[src/htrp_pkg.sv]
`timescale 1ns / 1ps
// Shared types, constants and the digit decoder of the hex telemetry record parser.
// Used by htrp_engine and hex_telemetry_record_parser; no dependencies.
package htrp_pkg;

    localparam int DIGITS_PER_RECORD = 4;
    localparam int CNT_W             = 3;
    localparam int NUM_KINDS         = 3;
    localparam int KIND_W            = 2;
    localparam int VALUE_W           = 16;

    localparam logic [7:0] BYTE_LF      = 8'h0A;
    localparam logic [7:0] TAG_HEADING  = 8'h48;
    localparam logic [7:0] TAG_VELOCITY = 8'h56;
    localparam logic [7:0] TAG_DISTANCE = 8'h53;

    localparam logic [KIND_W-1:0] KIND_HEADING  = 2'd0;
    localparam logic [KIND_W-1:0] KIND_VELOCITY = 2'd1;
    localparam logic [KIND_W-1:0] KIND_DISTANCE = 2'd2;

    localparam logic [CNT_W-1:0] DIGITS_DONE = CNT_W'(DIGITS_PER_RECORD);

    typedef struct packed {
        logic                      hit;
        logic [KIND_W-1:0]         kind;
        logic signed [VALUE_W-1:0] value;
    } htrp_result_t;

    // Tag byte that starts each record kind.
    function automatic logic [7:0] tag_byte(input logic [KIND_W-1:0] kind);
        logic [7:0] t;
        begin
            case (kind)
                KIND_HEADING:  t = TAG_HEADING;
                KIND_VELOCITY: t = TAG_VELOCITY;
                default:       t = TAG_DISTANCE;
            endcase
            return t;
        end
    endfunction

    // '0'-'9' -> 0..9, 'A'-'F' -> 10..15, anything else sign-extended as is.
    function automatic logic [VALUE_W-1:0] digit_value(input logic [7:0] b);
        logic [VALUE_W-1:0] v;
        begin
            if (b >= 8'd48 && b <= 8'd57)
                v = {8'h00, b - 8'd48};
            else if (b >= 8'd65 && b <= 8'd70)
                v = {8'h00, b - 8'd55};
            else
                v = {{8{b[7]}}, b};
            return v;
        end
    endfunction

endpackage

[src/htrp_engine.sv]
`timescale 1ns / 1ps
// Record state of the parser: tag arming, per-record accumulators and digit counts.
// Depends on htrp_pkg.
module htrp_engine (
    input  logic                  clk,
    input  logic                  rst_n,
    input  logic                  take,
    input  logic [7:0]            rx_byte,
    output htrp_pkg::htrp_result_t result
);
    import htrp_pkg::*;

    logic                    armed_reg;
    logic                    armed_next;
    logic [NUM_KINDS-1:0]    active_reg;
    logic [NUM_KINDS-1:0]    active_next;
    logic [CNT_W-1:0]        digits_reg [NUM_KINDS];
    logic [CNT_W-1:0]        digits_next [NUM_KINDS];
    logic [VALUE_W-1:0]      accum_reg [NUM_KINDS];
    logic [VALUE_W-1:0]      accum_next [NUM_KINDS];

    logic                    is_lf;
    logic [NUM_KINDS-1:0]    tag_hit;
    logic                    sel_valid;
    logic [KIND_W-1:0]       sel;
    logic [VALUE_W-1:0]      sel_acc;
    logic [CNT_W-1:0]        sel_cnt;
    logic                    done;

    assign is_lf = (rx_byte == BYTE_LF);

    always_comb
    begin
        for (int k = 0; k < NUM_KINDS; k++)
        begin
            tag_hit[k] = armed_reg && (rx_byte == tag_byte(KIND_W'(k)));
        end
    end

    // first active record in priority order takes the digit
    always_comb
    begin
        sel_valid = 1'b0;
        sel       = KIND_HEADING;
        for (int k = NUM_KINDS - 1; k >= 0; k--)
        begin
            if (active_reg[k])
            begin
                sel_valid = 1'b1;
                sel       = KIND_W'(k);
            end
        end
        if (is_lf || (|tag_hit))
            sel_valid = 1'b0;
    end

    assign sel_acc = {accum_reg[sel][VALUE_W-5:0], 4'h0} | digit_value(rx_byte);
    assign sel_cnt = digits_reg[sel] + CNT_W'(1);
    assign done    = sel_valid && (sel_cnt == DIGITS_DONE);

    assign result.hit   = take && done;
    assign result.kind  = sel;
    assign result.value = sel_acc;

    always_comb
    begin
        armed_next  = armed_reg;
        active_next = active_reg;
        digits_next = digits_reg;
        accum_next  = accum_reg;
        if (take)
        begin
            if (is_lf)
            begin
                armed_next = 1'b1;
            end
            else if (|tag_hit)
            begin
                armed_next = 1'b0;
                for (int k = 0; k < NUM_KINDS; k++)
                begin
                    if (tag_hit[k])
                    begin
                        active_next[k] = 1'b1;
                        digits_next[k] = '0;
                    end
                end
            end
            else if (sel_valid)
            begin
                if (done)
                begin
                    active_next[sel] = 1'b0;
                    digits_next[sel] = '0;
                    accum_next[sel]  = '0;
                end
                else
                begin
                    digits_next[sel] = sel_cnt;
                    accum_next[sel]  = sel_acc;
                end
            end
        end
    end

    always_ff @(posedge clk or negedge rst_n)
    begin
        if (!rst_n)
        begin
            armed_reg  <= 1'b0;
            active_reg <= '0;
            for (int k = 0; k < NUM_KINDS; k++)
            begin
                digits_reg[k] <= '0;
                accum_reg[k]  <= '0;
            end
        end
        else
        begin
            armed_reg  <= armed_next;
            active_reg <= active_next;
            digits_reg <= digits_next;
            accum_reg  <= accum_next;
        end
    end

endmodule

[src/hex_telemetry_record_parser.sv]
`timescale 1ns / 1ps
// Top level of the hex telemetry record parser: record engine plus output buffer.
// Depends on htrp_pkg and htrp_engine.

// Accepts one ASCII word per clock while in_stall is low and registers a completed
// record (kind and 16-bit value) from the word that supplied its last hex digit.
// A line feed arms the tag detector; an armed 'H', 'V' or 'S' opens a heading,
// velocity or distance record. Record state updates in the same cycle as the
// word is taken, so a word enters every cycle; the only thing that holds off
// input is a full two-word output buffer (result register plus skid entry),
// i.e. in_stall rises only after two results are waiting on a stalled output.
// Lower-case hex is not decoded; other bytes are ORed in sign-extended, and
// distance values are raw tenths for the consumer to scale.
module hex_telemetry_record_parser (
    input  logic                                clk,
    input  logic                                rst_n,
    input  logic                                in_valid,
    output logic                                in_stall,
    input  logic [7:0]                          rx_byte,
    output logic                                out_valid,
    input  logic                                out_stall,
    output logic [htrp_pkg::KIND_W-1:0]         record_kind,
    output logic signed [htrp_pkg::VALUE_W-1:0] record_value
);
    import htrp_pkg::*;

    htrp_result_t res;
    logic         in_take;
    logic         out_pop;

    // output register and skid entry
    logic                      out_valid_reg;
    logic [KIND_W-1:0]         out_kind_reg;
    logic signed [VALUE_W-1:0] out_value_reg;
    logic                      skid_valid_reg;
    logic [KIND_W-1:0]         skid_kind_reg;
    logic signed [VALUE_W-1:0] skid_value_reg;

    assign in_stall = skid_valid_reg;
    assign in_take  = in_valid && !in_stall;
    assign out_pop  = out_valid_reg && !out_stall;

    htrp_engine u_engine (
        .clk     (clk),
        .rst_n   (rst_n),
        .take    (in_take),
        .rx_byte (rx_byte),
        .result  (res)
    );

    // control: skid holds a result only while the output register is stalled
    always_ff @(posedge clk or negedge rst_n)
    begin
        if (!rst_n)
        begin
            out_valid_reg  <= 1'b0;
            skid_valid_reg <= 1'b0;
        end
        else if (skid_valid_reg)
        begin
            if (out_pop)
                skid_valid_reg <= 1'b0;
        end
        else if (res.hit)
        begin
            if (out_valid_reg && !out_pop)
                skid_valid_reg <= 1'b1;
            else
                out_valid_reg <= 1'b1;
        end
        else if (out_pop)
        begin
            out_valid_reg <= 1'b0;
        end
    end

    // payload
    always_ff @(posedge clk)
    begin
        if (skid_valid_reg)
        begin
            if (out_pop)
            begin
                out_kind_reg  <= skid_kind_reg;
                out_value_reg <= skid_value_reg;
            end
        end
        else if (res.hit)
        begin
            if (out_valid_reg && !out_pop)
            begin
                skid_kind_reg  <= res.kind;
                skid_value_reg <= res.value;
            end
            else
            begin
                out_kind_reg  <= res.kind;
                out_value_reg <= res.value;
            end
        end
    end

    assign out_valid    = out_valid_reg;
    assign record_kind  = out_kind_reg;
    assign record_value = out_value_reg;

`ifndef SYNTHESIS
    // skid entry is only used behind a held output word
    a_skid_behind_out: assert property (@(posedge clk) disable iff (!rst_n)
        skid_valid_reg |-> out_valid_reg)
        else $error("skid entry valid with empty output register");

    // a result is only produced from a word actually taken
    a_hit_needs_take: assert property (@(posedge clk) disable iff (!rst_n)
        res.hit |-> in_take)
        else $error("record completed without an accepted word");

    // a line feed never completes a record
    a_lf_no_result: assert property (@(posedge clk) disable iff (!rst_n)
        (in_take && rx_byte == BYTE_LF) |-> !res.hit)
        else $error("line feed completed a record");

    // new result lands in output register when it is free
    a_result_lands: assert property (@(posedge clk) disable iff (!rst_n)
        (res.hit && !out_valid_reg) |=> (out_valid_reg && !skid_valid_reg))
        else $error("result not loaded into free output register");
`endif

endmodule

[config.mk]
export PLATFORM = sky130hd
export DESIGN_NAME = hex_telemetry_record_parser
export DESIGN_NICKNAME = d
export VERILOG_FILES = /design/src/htrp_pkg.sv /design/src/htrp_engine.sv /design/src/hex_telemetry_record_parser.sv
export SDC_FILE = /design/constraint.sdc
export NUM_CORES = 1
export LEC_CHECK = 0
export BUFFER_PORTS_ARGS = -buffer_cell sky130_fd_sc_hd__buf_2
export CORE_AREA = 5 5 92 94
export DETAILED_ROUTE_END_ITERATION = 7
export DIE_AREA = 0 0 97 99
export PLACE_DENSITY = 0.87
export SLEW_MARGIN = 20
export SYNTH_ARGS = -nofsm -noshare
export SYNTH_HDL_FRONTEND = slang
export SYNTH_SLANG_ARGS = --single-unit
[constraint.sdc]
create_clock -name clk -period 7 [get_ports clk]
set_input_delay 0.7 -clock clk [delete_from_list [all_inputs] [get_ports clk]]
set_output_delay 0.7 -clock clk [all_outputs]
set_load 0.01 [all_outputs]
Yosys cells after proc, flatten, opt, wreduce, memory -nomap -nowiden:

Index checks and enable logic that the tools add are counted.

* register bits: 99
* logic and storage cells: 135

* bitwise logic cells: 11
* reduce and logical (&&, ||, !) cells: 33
* add/sub/neg operators: 3
* equal/unequal tests: 11
* muxes and demuxes: 53
* order comparisons: 8

Operators by type and width (number)
* $mux 16: 7
* $and 48x48->48: 1
* $bwmux 48: 1
* $mux 48: 1
* $not 48->48: 1
* $bmux 16 s2: 1
* $demux 16 s2: 1
* $mux 3: 9
* $mux 9: 3
* $eq 8x7->1 const B: 3
* $mux 12: 2
* $mux 1: 17
* $or 16x16->16: 1
* $reduce_and 4->1: 4
* $sub 8x6->8 const B: 2
* $reduce_and 5->1: 3
* $mux 2: 7
* $logic_and 1x1->1: 12
* $reduce_bool 2->1: 5
* $and 9x9->9: 1
* $bwmux 9: 1
* $not 9->9: 1
* $reduce_and 3->1: 3
* $eq 8x4->1 const B: 1
* other kinds (23): 31

Depth between registers and ports, before layout:

* depth after elaboration: 13
* depth in mapped cells: 13

Hierarchy:

A second synthesis with hierarchy kept.

* cell total of the unflattened synthesis: 399
* area total of the unflattened synthesis: 4579.4 sq um

Modules (own cells, without submodules)
* htrp_engine: sequential area each 1226.2 sq um, area each 3169.3 sq um, cells each 330, times used 1
* hex_telemetry_record_parser: sequential area each 1131.1 sq um, area each 1410.1 sq um, cells each 69, times used 1

Worst setup path before layout:

Ideal clock, no wire load.

* kind: register to register
* start: reg u_engine.active_reg[0]
* end: reg out_kind_reg[0] (netlist: record_kind[0]), enable pin
* path slack: 3.637 ns
* clock period less this slack: 3.363 ns
* data arrival time: 2.965 ns
* data required time: 6.602 ns
* cell stages (with the launch flop): 14
* path through: dfrtp_1 buf_4 nand2b_4 buf_6 inv_2 buf_2 nand2_1 a31oi_1 ha_1 o311a_1 and3_4 buf_6 nand3_1 a21boi_1

RTL lines
* start: declaration: RTL line htrp_engine.sv:15 `logic [NUM_KINDS-1:0] active_reg;`
* start signal: assignment: RTL line htrp_engine.sv:121 `active_reg <= active_next;`
* end signal: assignment: RTL line hex_telemetry_record_parser.sv:84 `out_kind_reg <= skid_kind_reg;`
* end signal: assignment: RTL line hex_telemetry_record_parser.sv:97 `out_kind_reg <= res.kind;`
* end: declaration: RTL line hex_telemetry_record_parser.sv:33 `logic [KIND_W-1:0] out_kind_reg;`

Worst setup path after layout:

* start: reg u_engine.active_reg[0]
* end: reg out_value_reg[6] (netlist: record_value[6]), enable pin

* longest elaborated chain between the ends: 11
* elaborated cells between the ends (all ways): 13
* those cells by class: add/sub (1); eq/ne (1); mux (6); bitwise (1); reduce/logical (4)

Ends and longest elaborated chain
* $mux 2: RTL line htrp_engine.sv:47 `if (active_reg[k])`
* $not 2->3 (not written as such): RTL line htrp_engine.sv:58 `assign sel_cnt = digits_reg[sel] + CNT_W'(1);`
* $bmux 3 s2: RTL line htrp_engine.sv:58
* $mux 3 (not written as such) (2 in series): RTL line htrp_engine.sv:58
* $add 3x1->3: RTL line htrp_engine.sv:58
* $eq 3x3->1: RTL line htrp_engine.sv:59 `assign done = sel_valid && (sel_cnt == DIGITS_DONE);`
* $logic_and 1x1->1 (*): RTL line htrp_engine.sv:59
* $logic_and 1x1->1 (*): RTL line htrp_engine.sv:61 `assign result.hit = take && done;`
* $reduce_bool 2->1 (no source line) (*)
* $reduce_and 3->1 (no source line) (*)
* end signal: assignment: RTL line hex_telemetry_record_parser.sv:85 `out_value_reg <= skid_value_reg;`
* end signal: assignment: RTL line hex_telemetry_record_parser.sv:98 `out_value_reg <= res.value;`
* end: declaration: RTL line hex_telemetry_record_parser.sv:34 `logic signed [VALUE_W-1:0] out_value_reg;`

Every way passes the cells marked *; elsewhere a longest branch is shown, timed or not. The select of a mux whose other input is x is not followed.
A chain may end at the register's enable or synchronous reset.

==> results.md <==
* Top Family by Delay on Critical Path: simple AND/OR/NAND/NOR gates
* Die height at 99 um
* F_max at 0.315 GHz
* Die X at 97 um
* Row cnt at 32
* Vias in the first global route at 3037
* Vias per cell at 6.08
* Internal power at 0.973 mW
* Post-synthesis net count at 385
* Final wirelength at 9670 um
* Post-CTS setup buffer count at 0
* Slew Limit Fails at 0
* TritonCTS Sinks at 87
* Global-route wire length before repair at 15600 um
* Gpl congestion at 0.934
* VDD IR max at 0.000128 V
* Gr ovfl total at 0
* Fillcell total at 556
* Via count at 3021
* Post-synth EDFFs at 36
* Cell Pwr Density at 303 nW/um2
* RSZ-0062 raised after global routing: no
* Synthesis-to-finish area growth at 8.60%
* Clock Skews at 0.0151 ns
* Final setup viols at 0
* Core ar. at 7570 um2
* Worst path bufs/invs at 2
* Starting Density at 0.586
* Outcome: finished, final reports clean
* DRC Markers at 0
* Fin crit share at 0.454
* Post-DP HPWL at 6980 um
* CTS resizes at 0
* Final hold viol count at 0
* Tmin final at 3.17 ns
* Total Power at 1.46 mW
* DRT Pass-1 Iters at 5
* Most used DFF post-synth: dfrtp_1
* Final TNS setup at 0 ns
* Ys async rst share at 0.586
* HP Class: in2async
* I/O pins at 32
* Syn_area_per_cell at 12.2 um2
* CP Cell Sequence: nand2b_4 -> inv_2 -> a22oi_1 -> o21ai_0 -> ha_1 -> nand3_1 -> and3_4 -> nand3_1 -> a21boi_1 -> buf_4
* Post-Syn Instances at 363
* Post-Syn Area at 4440 um2
* Slew @ Worst Pin at 0.882 ns
* CTS Buf Count at 9
* Post-route ant nets at 0
* Port Buffers at 31
* Initial antenna violation count at 0
* Switching power at 0.487 mW
* Sequential Power Share at 0.461
* # hold bufs at CTS at 0
* Worst Path Max Fanout at 18
* Critical path class: reg2reg
* Share of layout cells above drive strength 1 at 0.281
* Power share of the clock group at 0.250
* P_leak at 1.99 nW
* CP required at 7.05 ns
* GRT Total Usage at 0.205
* Antenna Cells at 0
* Setup crit start kind: flop
* Combinational share of power at 0.289
* CTS max path bufs at 2
* Max capacitance violation total at 0
* CTS tree: yes
* Register clock-pin slew on the reported worst setup and hold paths at 0.10 ns
* Hold slack final at 0.347 ns
* Yosys warnings at 0
* Wire per inst at 19.5 um
* Clk Latency, worst-skew pair at 0.37 ns
* Switching share of power at 0.334
* Slowest-stage cell, CP: dfrtp_1
* Post-synthesis sequential area ratio at 0.531
* H-tree levels at 3
* Kind of end point of the critical path: flop
* Final net count at 412
* Drt initial violations at 297
* CP max stage delay at 0.71 ns
* Synthesized flop and latch total at 87
* Most common cell type on the critical path: nand3_1
* Die ar. at 9600 um2
* Max reg flops at 36
* Largest net degree at the start of global routing at 52
* CP Data Arrival Time at 3.23 ns
* Clock root buffer master: clkbuf_8
* Cell taking the most area after synthesis: dfrtp_1
* Area share of the leading cell type in the synthesized netlist at 0.288
* Top cells by area, synth: dfrtp_1, edfxtp_1, mux2_2
* Relative slew slack at 0.412
* Distinct cells, synth at 66
-- per-layer routing --
| metal | wire length, um | vias up | track usage |
|---|---|---|---|
| met4 | 168 | 0 | 0.0616 |
| met2 | 4620 | 147 | 0.334 |
| met3 | 834 | 16 | 0.0630 |
| li1 | - | 1384 | - |
| met5 | 0 | - | 0 |
| met1 | 4050 | 1474 | 0.266 |
-- synth_stat cells, drive strengths merged, types with 3 or more instances --
master  number
inv         17
edfxtp      36
o311a        3
a221oi       5
nand3       13
and3         7
nand2       44
clkbuf       5
mux2        45
a22oi        6
nor2        10
a21oi        7
ha          10
o211ai       4
nor3         3
nor2b        4
o31ai        3
buf         12
nand2b       6
o21ai       23
a21boi      11
dfrtp       51
a22o         6
-- worst paths after layout --
check	to	startpoint	slack [ns]	cells past startpoint
max	record_value[6]	u_engine.active_reg[0]	3.83	10
min	u_engine.accum_reg[40]	rst_n	0.35	1
max reg2reg	record_value[6]	u_engine.active_reg[0]	3.83	10
min reg2reg	u_engine.accum_reg[5]	u_engine.accum_reg[5]	0.50	2
max in group asynchronous	u_engine.accum_reg[33]	rst_n	6.22	1
min in group clk	u_engine.accum_reg[5]	u_engine.accum_reg[5]	0.50	2
-- logic make-up after synthesis --
logic type / Yosys count / synth area share
multiplexers: 46 / 0.130
AO/OA/AOI/OAI: 84 / 0.139
flip-flops: 87 / 0.531
buffers and inverters: 35 / 0.0451
XOR/XNOR: 2 / 0.00395
AND/OR/NAND/NOR: 99 / 0.122
adder cells (fa/ha/maj): 10 / 0.0282
-- final cells by class --
type,count,area (um2),area share
sequential,87,2360,0.489
multi-input combinational,241,1880,0.390
timing repair buffer,33,173,0.0358
tap,102,128,0.0265
clock buffer,9,124,0.0257
clock inverter,7,88.8,0.0184
inverter,18,68.8,0.0143
-- cell usage in the layout, fill, tap and decap left out, drive strengths merged, types with 2 or more instances in the layout --
cell and count:
nand2 44, buf 33, a22oi 6, ha 10, xnor2 2, o311a 3, a22o 6, nor2 10
nor3b 2, o21bai 2, a221oi 5, a21oi 7, nand3 13, nand3b 2, mux2 45, and3 7
o21ai 23, nor3 3, nand2b 6, a32o 2, o211ai 4, clkinv 3, edfxtp 36, dfrtp 51
a21o 2, a31oi 2, clkbuf 9, a21boi 11, inv 20, nor2b 4, and3b 2, o31ai 3
-- power groups by stage --
stage / Clock [mW] / Sequential, mW / Combinational (mW)
floorplan: 0 / 0.657 / 0.323
global placement: 0 / 0.680 / 0.394
detailed placement: 0 / 0.681 / 0.415
CTS: 0.369 / 0.672 / 0.417
global route: 0.393 / 0.680 / 0.457
finish: 0.365 / 0.673 / 0.422
-- stage by stage --
stage          setup WS, ns  utilization  instance area [um2]  std cells
2_1_floorplan          3.64            -                 4440        363
3_3_place_gp           3.98        0.608                 4600        481
3_5_place_dp           3.83        0.608                 4600        481
4_1_cts                3.86        0.637                 4820        497
5_1_grt                3.62        0.637                 4820        497
6_report               3.83        0.637                 4820        497
No activity file was read; power rests on OpenSTA's default activity.
